$ cat src/hdl/cdau_pkg.sv
// Shared types, constants and calendar helper functions for the date adder.
package cdau_pkg;

	localparam logic [11:0] YearMin = 12'd1900;
	localparam logic [11:0] YearMax = 12'd2100;

	// Operation codes. The last one returns the input date unchanged.
	localparam logic [1:0] OP_DAYS   = 2'd0;
	localparam logic [1:0] OP_MONTHS = 2'd1;
	localparam logic [1:0] OP_YEARS  = 2'd2;
	localparam logic [1:0] OP_NOP    = 2'd3;

	// Error codes.
	localparam logic [1:0] ERR_NONE  = 2'd0;
	localparam logic [1:0] ERR_YEAR  = 2'd1;
	localparam logic [1:0] ERR_MONTH = 2'd2;
	localparam logic [1:0] ERR_DAY   = 2'd3;

	// Days from 1900-01-01 to 2101-01-01.
	localparam logic [16:0] DaysSpan = 17'd73414;

	// Offset that makes month plus amount non-negative, as a multiple of twelve.
	localparam logic [14:0] MonQOffset = 15'd10923;
	localparam logic [18:0] MonOffset  = 19'd131076;

	// Reciprocals for division by twelve (shift 24) and by 365 (shift 26).
	localparam logic [20:0] Recip12  = 21'd1398102;
	localparam logic [17:0] Recip365 = 18'd183860;

	typedef struct packed {
		logic [4:0]  day;
		logic [3:0]  mon;
		logic [11:0] year;
		logic [1:0]  err;
	} date_t;

	typedef struct packed {
		logic               fin;
		date_t              res;
		logic [1:0]         op;
		logic [4:0]         day;
		logic [3:0]         mon;
		logic [11:0]        year;
		logic               leap;
		logic signed [18:0] t;
		logic [18:0]        vp;
		logic signed [19:0] ny;
	} s1_t;

	typedef struct packed {
		logic        fin;
		date_t       res;
		logic [1:0]  op;
		logic [4:0]  day;
		logic [11:0] year;
		logic [16:0] a;
		logic [18:0] vp;
		logic [14:0] q;
	} s2_t;

	typedef struct packed {
		logic               fin;
		date_t              res;
		logic [1:0]         op;
		logic [4:0]         day;
		logic [16:0]        a;
		logic [7:0]         est;
		logic [3:0]         r;
		logic signed [16:0] ny;
	} s3_t;

	typedef struct packed {
		logic        fin;
		date_t       res;
		logic [16:0] a;
		logic [7:0]  est;
		logic [16:0] e_hi;
		logic [16:0] e_lo;
	} s4_t;

	typedef struct packed {
		logic        fin;
		date_t       res;
		logic [8:0]  rem;
		logic [11:0] year;
		logic        leap;
	} s5_t;

	// Leap test, exact for years 1900 to 2100.
	function automatic logic leap_yr(input logic [11:0] y);
		return (y[1:0] == 2'b00) && (y != 12'd1900) && (y != 12'd2100);
	endfunction

	function automatic logic [4:0] month_len(input logic [3:0] m, input logic leap);
		logic [4:0] n;
		case (m)
			4'd1:                      n = leap ? 5'd29 : 5'd28;
			4'd3, 4'd5, 4'd8, 4'd10:   n = 5'd30;
			default:                   n = 5'd31;
		endcase
		return n;
	endfunction

	// Days of the year before the first of month m.
	function automatic logic [8:0] cum_days(input logic [3:0] m, input logic leap);
		logic [8:0] n;
		case (m)
			4'd1:    n = 9'd31;
			4'd2:    n = 9'd59;
			4'd3:    n = 9'd90;
			4'd4:    n = 9'd120;
			4'd5:    n = 9'd151;
			4'd6:    n = 9'd181;
			4'd7:    n = 9'd212;
			4'd8:    n = 9'd243;
			4'd9:    n = 9'd273;
			4'd10:   n = 9'd304;
			4'd11:   n = 9'd334;
			default: n = 9'd0;
		endcase
		if (leap && m >= 4'd2 && m <= 4'd11) begin
			n = n + 9'd1;
		end
		return n;
	endfunction

	// Days from 1900-01-01 to January 1 of year 1900 + k, for k up to 201.
	function automatic logic [16:0] days_before(input logic [7:0] k);
		logic [11:0] ym1;
		logic [16:0] h;
		logic [16:0] g;
		ym1 = 12'd1899 + {4'd0, k};
		if (ym1 >= 12'd2100) begin
			h = 17'd21;
		end else if (ym1 >= 12'd2000) begin
			h = 17'd20;
		end else if (ym1 >= 12'd1900) begin
			h = 17'd19;
		end else begin
			h = 17'd18;
		end
		g = (ym1 >= 12'd2000) ? 17'd5 : 17'd4;
		return 17'd365 * {9'd0, k} + {7'd0, ym1[11:2]} - h + g - 17'd460;
	endfunction

endpackage

$ cat src/hdl/cdau_front.sv
// First stage: input date check, day of year and operand preparation.
module cdau_front (
	input  logic                 clk,
	input  logic                 arst_n,
	input  logic                 en,
	input  logic                 v_in,
	input  logic [1:0]           op,
	input  logic [4:0]           in_day,
	input  logic [3:0]           in_month,
	input  logic [11:0]          in_year,
	input  logic signed [17:0]   amount,
	output logic                 v_s1,
	output cdau_pkg::s1_t        d_s1
);

	cdau_pkg::s1_t nxt;
	logic          leap;
	logic [1:0]    err;

	always_comb begin
		leap = cdau_pkg::leap_yr(in_year);
		if (in_year < cdau_pkg::YearMin || in_year > cdau_pkg::YearMax) begin
			err = cdau_pkg::ERR_YEAR;
		end else if (in_month > 4'd11) begin
			err = cdau_pkg::ERR_MONTH;
		end else if (in_day == 5'd0 || in_day > cdau_pkg::month_len(in_month, leap)) begin
			err = cdau_pkg::ERR_DAY;
		end else begin
			err = cdau_pkg::ERR_NONE;
		end

		nxt.op   = op;
		nxt.day  = in_day;
		nxt.mon  = in_month;
		nxt.year = in_year;
		nxt.leap = leap;
		nxt.fin  = (err != cdau_pkg::ERR_NONE) || (op == cdau_pkg::OP_NOP);
		if (err != cdau_pkg::ERR_NONE) begin
			nxt.res = '{day: 5'd0, mon: 4'd0, year: 12'd0, err: err};
		end else begin
			nxt.res = '{day: in_day, mon: in_month, year: in_year, err: cdau_pkg::ERR_NONE};
		end
		nxt.t  = 19'(amount) + $signed({10'd0, cdau_pkg::cum_days(in_month, leap)})
			+ $signed({14'd0, in_day});
		nxt.vp = 19'(20'(amount) + 20'({16'd0, in_month}) + 20'(cdau_pkg::MonOffset));
		nxt.ny = 20'(amount) + $signed({8'd0, in_year});
	end

	always_ff @(posedge clk or negedge arst_n) begin
		if (!arst_n) begin
			v_s1 <= 1'b0;
		end else if (en) begin
			v_s1 <= v_in;
		end
	end

	always_ff @(posedge clk) begin
		if (en) begin
			d_s1 <= nxt;
		end
	end

endmodule

$ cat src/hdl/cdau_core.sv
// Second and third stages: year add, reciprocal divisions and month carry.
module cdau_core (
	input  logic           clk,
	input  logic           arst_n,
	input  logic           en,
	input  logic           v_s1,
	input  cdau_pkg::s1_t  d_s1,
	output logic           v_s3,
	output cdau_pkg::s3_t  d_s3
);

	cdau_pkg::s2_t nxt2;
	cdau_pkg::s2_t d_s2;
	cdau_pkg::s3_t nxt3;
	logic          v_s2;
	logic [17:0]   a_full;
	logic [4:0]    nd;
	logic [39:0]   prod12;
	logic [34:0]   prod365;
	logic [18:0]   rr;

	always_comb begin
		nxt2.fin  = d_s1.fin;
		nxt2.res  = d_s1.res;
		nxt2.op   = d_s1.op;
		nxt2.day  = d_s1.day;
		nxt2.year = d_s1.year;
		nxt2.vp   = d_s1.vp;
		a_full    = 18'({1'b0, cdau_pkg::days_before(8'(d_s1.year - cdau_pkg::YearMin))})
			+ 18'(d_s1.t) - 18'd1;
		nxt2.a    = a_full[16:0];
		prod12    = {21'd0, d_s1.vp} * {19'd0, cdau_pkg::Recip12};
		nxt2.q    = prod12[38:24];
		nd        = d_s1.day;
		if (!d_s1.fin) begin
			case (d_s1.op)
				cdau_pkg::OP_DAYS: begin
					if (d_s1.t <= 19'sd0) begin
						nxt2.fin = 1'b1;
					end else if (a_full >= {1'b0, cdau_pkg::DaysSpan}) begin
						nxt2.fin = 1'b1;
						nxt2.res = '{day: 5'd0, mon: 4'd0, year: 12'd0,
							err: cdau_pkg::ERR_YEAR};
					end
				end
				cdau_pkg::OP_YEARS: begin
					nxt2.fin = 1'b1;
					if (d_s1.ny < 20'sd1900 || d_s1.ny > 20'sd2100) begin
						nxt2.res = '{day: 5'd0, mon: 4'd0, year: 12'd0,
							err: cdau_pkg::ERR_YEAR};
					end else begin
						if (d_s1.leap && !cdau_pkg::leap_yr(d_s1.ny[11:0])
							&& d_s1.mon == 4'd1 && d_s1.day == 5'd29) begin
							nd = 5'd28;
						end
						nxt2.res = '{day: nd, mon: d_s1.mon, year: d_s1.ny[11:0],
							err: cdau_pkg::ERR_NONE};
					end
				end
				default: begin
				end
			endcase
		end
	end

	always_comb begin
		nxt3.fin = d_s2.fin;
		nxt3.res = d_s2.res;
		nxt3.op  = d_s2.op;
		nxt3.day = d_s2.day;
		nxt3.a   = d_s2.a;
		prod365  = {18'd0, d_s2.a} * {17'd0, cdau_pkg::Recip365};
		nxt3.est = prod365[33:26];
		rr       = d_s2.vp - 19'(20'd12 * {5'd0, d_s2.q});
		if (rr >= 19'd12) begin
			rr = rr - 19'd12;
		end
		nxt3.r   = rr[3:0];
		nxt3.ny  = $signed({5'd0, d_s2.year}) + $signed({2'd0, d_s2.q})
			- $signed({2'd0, cdau_pkg::MonQOffset});
	end

	always_ff @(posedge clk or negedge arst_n) begin
		if (!arst_n) begin
			v_s2 <= 1'b0;
			v_s3 <= 1'b0;
		end else if (en) begin
			v_s2 <= v_s1;
			v_s3 <= v_s2;
		end
	end

	always_ff @(posedge clk) begin
		if (en) begin
			d_s2 <= nxt2;
			d_s3 <= nxt3;
		end
	end

endmodule

$ cat src/hdl/cdau_year.sv
// Fourth and fifth stages: month result and the year found by the day walk.
module cdau_year (
	input  logic           clk,
	input  logic           arst_n,
	input  logic           en,
	input  logic           v_s3,
	input  cdau_pkg::s3_t  d_s3,
	output logic           v_s5,
	output cdau_pkg::s5_t  d_s5
);

	cdau_pkg::s4_t nxt4;
	cdau_pkg::s4_t d_s4;
	cdau_pkg::s5_t nxt5;
	logic          v_s4;
	logic [4:0]    lim;
	logic          sel;
	logic [16:0]   e;
	logic [7:0]    idx;
	logic [16:0]   diff;

	always_comb begin
		nxt4.fin  = d_s3.fin;
		nxt4.res  = d_s3.res;
		nxt4.a    = d_s3.a;
		nxt4.est  = d_s3.est;
		nxt4.e_hi = cdau_pkg::days_before(d_s3.est);
		nxt4.e_lo = cdau_pkg::days_before(d_s3.est - 8'd1);
		lim       = cdau_pkg::month_len(d_s3.r, cdau_pkg::leap_yr(d_s3.ny[11:0]));
		if (!d_s3.fin && d_s3.op == cdau_pkg::OP_MONTHS) begin
			nxt4.fin = 1'b1;
			if (d_s3.ny < 17'sd1900 || d_s3.ny > 17'sd2100) begin
				nxt4.res = '{day: 5'd0, mon: 4'd0, year: 12'd0, err: cdau_pkg::ERR_YEAR};
			end else begin
				nxt4.res = '{day: (d_s3.day < lim) ? d_s3.day : lim, mon: d_s3.r,
					year: d_s3.ny[11:0], err: cdau_pkg::ERR_NONE};
			end
		end
	end

	always_comb begin
		sel       = d_s4.a < d_s4.e_hi;
		e         = sel ? d_s4.e_lo : d_s4.e_hi;
		idx       = sel ? d_s4.est - 8'd1 : d_s4.est;
		diff      = d_s4.a - e + 17'd1;
		nxt5.fin  = d_s4.fin;
		nxt5.res  = d_s4.res;
		nxt5.rem  = diff[8:0];
		nxt5.year = cdau_pkg::YearMin + {4'd0, idx};
		nxt5.leap = cdau_pkg::leap_yr(nxt5.year);
	end

	always_ff @(posedge clk or negedge arst_n) begin
		if (!arst_n) begin
			v_s4 <= 1'b0;
			v_s5 <= 1'b0;
		end else if (en) begin
			v_s4 <= v_s3;
			v_s5 <= v_s4;
		end
	end

	always_ff @(posedge clk) begin
		if (en) begin
			d_s4 <= nxt4;
			d_s5 <= nxt5;
		end
	end

endmodule

$ cat src/hdl/cdau_tail.sv
// Sixth stage: month search within the year and the output register.
module cdau_tail (
	input  logic           clk,
	input  logic           arst_n,
	input  logic           en,
	input  logic           v_s5,
	input  cdau_pkg::s5_t  d_s5,
	output logic           v_s6,
	output cdau_pkg::date_t d_s6
);

	cdau_pkg::date_t nxt;
	logic [3:0]      m;

	always_comb begin
		m = 4'd0;
		for (int j = 1; j < 12; j++) begin
			if (d_s5.rem > cdau_pkg::cum_days(4'(j), d_s5.leap)) begin
				m = 4'(j);
			end
		end
		if (d_s5.fin) begin
			nxt = d_s5.res;
		end else begin
			nxt.day  = 5'(d_s5.rem - cdau_pkg::cum_days(m, d_s5.leap));
			nxt.mon  = m;
			nxt.year = d_s5.year;
			nxt.err  = cdau_pkg::ERR_NONE;
		end
	end

	always_ff @(posedge clk or negedge arst_n) begin
		if (!arst_n) begin
			v_s6 <= 1'b0;
		end else if (en) begin
			v_s6 <= v_s5;
		end
	end

	always_ff @(posedge clk) begin
		if (en) begin
			d_s6 <= nxt;
		end
	end

endmodule

$ cat src/hdl/calendar_date_adder_unit.sv
// Calendar date adder: adds days, months or years to a Gregorian date.
// The unit is a six-stage pipeline. A beat enters on every cycle in which
// in_valid is high and in_stall is low; its result passes the stage registers
// s1 to s6 in order and is then presented on the output, so the sustained
// rate is one beat per cycle for as long as out_stall stays low.
// The day walk is done in closed form: the date is
// turned into a day count since 1900-01-01, divided by 365 through a
// reciprocal multiply, and corrected by one year; a final stage finds the
// month with eleven parallel compares. Month carry uses a reciprocal divide
// by twelve with floor behavior for negative amounts. Input and result dates
// are checked against 1900 to 2100, and any failure gives a zero date with
// the error code. The whole pipeline advances together; when a result waits
// on out_stall, every stage holds and in_stall is raised, so nothing is lost
// or repeated.
module calendar_date_adder_unit (
	input  logic                clk,
	input  logic                arst_n,
	input  logic                in_valid,
	output logic                in_stall,
	input  logic [1:0]          op,
	input  logic [4:0]          in_day,
	input  logic [3:0]          in_month,
	input  logic [11:0]         in_year,
	input  logic signed [17:0]  amount,
	output logic                out_valid,
	input  logic                out_stall,
	output logic [4:0]          out_day,
	output logic [3:0]          out_month,
	output logic [11:0]         out_year,
	output logic [1:0]          error
);

	logic            en;
	logic            v_s1;
	logic            v_s3;
	logic            v_s5;
	logic            v_s6;
	cdau_pkg::s1_t   d_s1;
	cdau_pkg::s3_t   d_s3;
	cdau_pkg::s5_t   d_s5;
	cdau_pkg::date_t d_s6;

	// The pipeline moves unless the output holds a beat that is being stalled.
	assign en       = !(v_s6 && out_stall);
	assign in_stall = !en;

	cdau_front u_front (
		.clk(clk), .arst_n(arst_n), .en(en), .v_in(in_valid),
		.op(op), .in_day(in_day), .in_month(in_month), .in_year(in_year),
		.amount(amount), .v_s1(v_s1), .d_s1(d_s1)
	);

	cdau_core u_core (
		.clk(clk), .arst_n(arst_n), .en(en),
		.v_s1(v_s1), .d_s1(d_s1), .v_s3(v_s3), .d_s3(d_s3)
	);

	cdau_year u_year (
		.clk(clk), .arst_n(arst_n), .en(en),
		.v_s3(v_s3), .d_s3(d_s3), .v_s5(v_s5), .d_s5(d_s5)
	);

	cdau_tail u_tail (
		.clk(clk), .arst_n(arst_n), .en(en),
		.v_s5(v_s5), .d_s5(d_s5), .v_s6(v_s6), .d_s6(d_s6)
	);

	assign out_valid = v_s6;
	assign out_day   = d_s6.day;
	assign out_month = d_s6.mon;
	assign out_year  = d_s6.year;
	assign error     = d_s6.err;

endmodule

$ cat config.mk
export PLATFORM = sky130hd
export DESIGN_NAME = calendar_date_adder_unit
export DESIGN_NICKNAME = d
export VERILOG_FILES = /design/src/hdl/cdau_pkg.sv /design/src/hdl/cdau_front.sv /design/src/hdl/cdau_core.sv /design/src/hdl/cdau_year.sv /design/src/hdl/cdau_tail.sv /design/src/hdl/calendar_date_adder_unit.sv
export SDC_FILE = /design/constraint.sdc
export NUM_CORES = 2
export LEC_CHECK = 0
export ABC_AREA = 1
export ABC_CLOCK_PERIOD_IN_PS = 12300
export BUFFER_PORTS_ARGS = -buffer_cell sky130_fd_sc_hd__buf_2
export CAP_MARGIN = 20
export CORE_ASPECT_RATIO = 2
export CORE_MARGIN = 2
export CORE_UTILIZATION = 59
export CTS_CLUSTER_DIAMETER = 100
export DETAILED_ROUTE_END_ITERATION = 6
export PLACE_DENSITY = 0.79
export SYNTH_ARGS = -nofsm -noshare
export SYNTH_HDL_FRONTEND = slang
export SYNTH_SLANG_ARGS = --single-unit
$ cat constraint.sdc
create_clock -name clk -period 12.3 [get_ports clk]
set_input_delay 1.23 -clock clk [delete_from_list [all_inputs] [get_ports clk]]
set_output_delay 1.23 -clock clk [all_outputs]
set_load 0.05 [all_outputs]
==> impl_metrics.ini <==
[status]
outcome = completed

[global_routing]
grt_pass1_vias = 28600
globalRouteOverflowTotal = 0
grt_pass1_wl_um = 145000
grt_max_degree = 126
grt_usage_pct = 26.4
antenna_found_initial = 12

[routing]
routed_wl_um = 89400
antenna_left = 0
vias = 28000
detail_route.wl_per_cell_um = 17.6
route.detailed.drc = 0
drt_pass1_iterations = 6
routed_via_density = 5.51
drt_iter0_markers = 1834

[clock_tree]
root_buffer = clkbuf_16
cts.sink_count = 426
cts_hold_buf = 0
clk_pin_slew_ns = 0.07
htreeDepth = 2
post-cts-setup-buffer-count = 0
clockBufferDepth = 3
post_cts_resized = 0
cts_tree = built
clock_latency_ns = 0.60
numCtsBuffers = 41

[layout]
ff_latch_area_sq_um = 12800
nNetsFinal = 5117
synthToLayoutAreaGrowth_pct = 7.54
fill_cells = 5242
multi_input_area_sq_um = 23400
drive_gt1_share_pct = 4.92

[die]
rows = 134
core_area_sq_um = 66400
initial_core_util_pct = 59.4
ios = 70
die_y_um = 370
dieWidth_um = 187
dieArea_sq_um = 69000

[synth]
synth_top_area_share_pct = 32.0
ys_types = 72
synthesis.area_sq_um = 39400
ys_seq_elements = 426
synth_area_leader_cell = edfxtp_1
ys_top_cells_by_area = edfxtp_1 (32%), ha_1 (20%), fa_1 (15%)
syn_avg_cell_area_sq_um = 9.71
netlist_instances = 4060
yosysMostFrequentCell = inv_1
syn-num-nets = 5018
yosys_warnings = 0
ys.flop_type = edfxtp_1
ys_seq_area_share_pct = 32.4
async_flop_share_pct = 1.41
synth_commonest_cells = inv_1 (826), nand2_1 (665), ha_1 (615)
synth_edf_count = 420

[critical_path]
crit_fanout = 13
cp-start-kind = register
cp_slowest_cell = fa_1
end_kind = register
arrival_ns = 8.47
cp_common_cell = nand2_1
critPathKind = register to register
cp.required_ns = 12.64
critPathMaxStageDelay_ns = 0.51

[timing]
finClkSkew_ns = 0.0378
layout_min_cycle_time_ns = 8.14
min_period_over_period_pct = 66.2
rsz0062_at_grt = false
max_freq_mhz = 123
finalHoldViolCount = 0
final_max_slew_viol_count = 0
setup_tns_ns = 0
max_slew_margin_pct = 34.9
worst_slew_pin_slew_ns = 0.976
finalSetupViolations = 0

[placed_design]
io_buffer_count = 69
gp_congestion = 0.969
dpl.hpwl_um = 72400

[job]
cap_violations = 0

[min_path]
min_path_type = register to register
## placed cells by master, fill, tap and decap left out, types with 42 or more instances in the layout
master and n:
a21oi_1 209, buf_2 69, edfxtp_1 420, fa_1 298
ha_1 615, inv_1 826, nand2_1 664, nand3_1 129
nand4_1 42, nor2_1 220, nor3_1 48, o21ai_0 110
xnor2_1 82, xor2_1 136
## per-layer routing
layer  track usage, %  wire, um
met1             32.6     36000
met2             46.0     44300
met3             3.26      4070
met4             12.6      4930
met5                0        88
## per-stage QoR
step / cells / area [sq um] / hold slack [ns] / util, % / setup WS [ns]
2_1_floorplan: 4060 / 39400 / 0.400 / - / 2.80
3_3_place_gp: 4999 / 40900 / 0.402 / 61.5 / 4.37
3_5_place_dp: 4999 / 40900 / 0.405 / 61.5 / 4.13
4_1_cts: 5073 / 42400 / 0.415 / 63.8 / 4.16
5_1_grt: 5077 / 42400 / 0.420 / 63.8 / 3.35
6_report: 5081 / 42400 / 0.413 / 63.9 / 4.16
## layout make-up
| type | instances | area share (%) |
|---|---|---|
| clock buffer | 48 | 2.58 |
| sequential | 426 | 30.1 |
| tap | 884 | 2.61 |
| antenna | 7 | 0.0413 |
| clock inverter | 26 | 0.968 |
| timing repair buffer | 76 | 0.986 |
| multi-input combinational | 2775 | 55.3 |
| inverter | 839 | 7.43 |
## final timing paths
path | start | to | slack (ns) | cells after the start
worst max register to register | u_front.d_s1[61]$_DFFE_PN_ | u_core.d_s2[76]$_DFFE_PN_ | 4.16 | 48
worst min-delay path | u_core.d_s2[85]$_DFFE_PN_ | u_core.d_s3[68]$_DFFE_PN_ | 0.41 | 0
max in group asynchronous | arst_n | u_tail.v_s6$_DFFE_PN0N_ | 11.71 | 1
min in group asynchronous | arst_n | u_year.v_s5$_DFFE_PN0N_ | 0.44 | 1
worst min register to register | u_core.d_s2[85]$_DFFE_PN_ | u_core.d_s3[68]$_DFFE_PN_ | 0.41 | 0
worst max-delay path | u_front.d_s1[61]$_DFFE_PN_ | u_core.d_s2[76]$_DFFE_PN_ | 4.16 | 48
## flip-flops by register name, indices dropped and copies added, names as in the netlist
signal,count
u_core.v_s2,1
u_tail.v_s6,1
u_front.v_s1,1
u_year.d_s5,46
u_core.d_s2,94
u_front.d_s1,105
u_year.v_s4,1
u_tail.d_s6,23
u_core.v_s3,1
u_core.d_s3,77
u_year.v_s5,1
u_year.d_s4,75
## critical path, delay by kind of cell, from the launching register on
| kind | cells | cell delay, ns |
|---|---|---|
| AND/OR/NAND/NOR | 24 | 2.51 |
| adder cells (fa/ha/maj) | 9 | 2.66 |
| flip-flops | 1 | 0.49 |
| XOR/XNOR | 2 | 0.63 |
| buffers and inverters | 5 | 0.55 |
| AO/OA/AOI/OAI | 8 | 1.08 |
## kinds of logic (layout without fill, tap and decap cells)
group,count (synthesis),count (layout),share of synthesized area [%]
xor+xnor,222,222,5.09
flops,426,426,32.4
buf+inv,859,989,8.22
mux,1,1,0.0254
fa+ha+maj,913,913,34.6
simple gates,1158,1158,12.4
compound gates,481,481,7.29
other cells,0,7,0
Power is not shown: default switching activity piles up to over one toggle a cycle in this logic, so the estimate is an artifact.
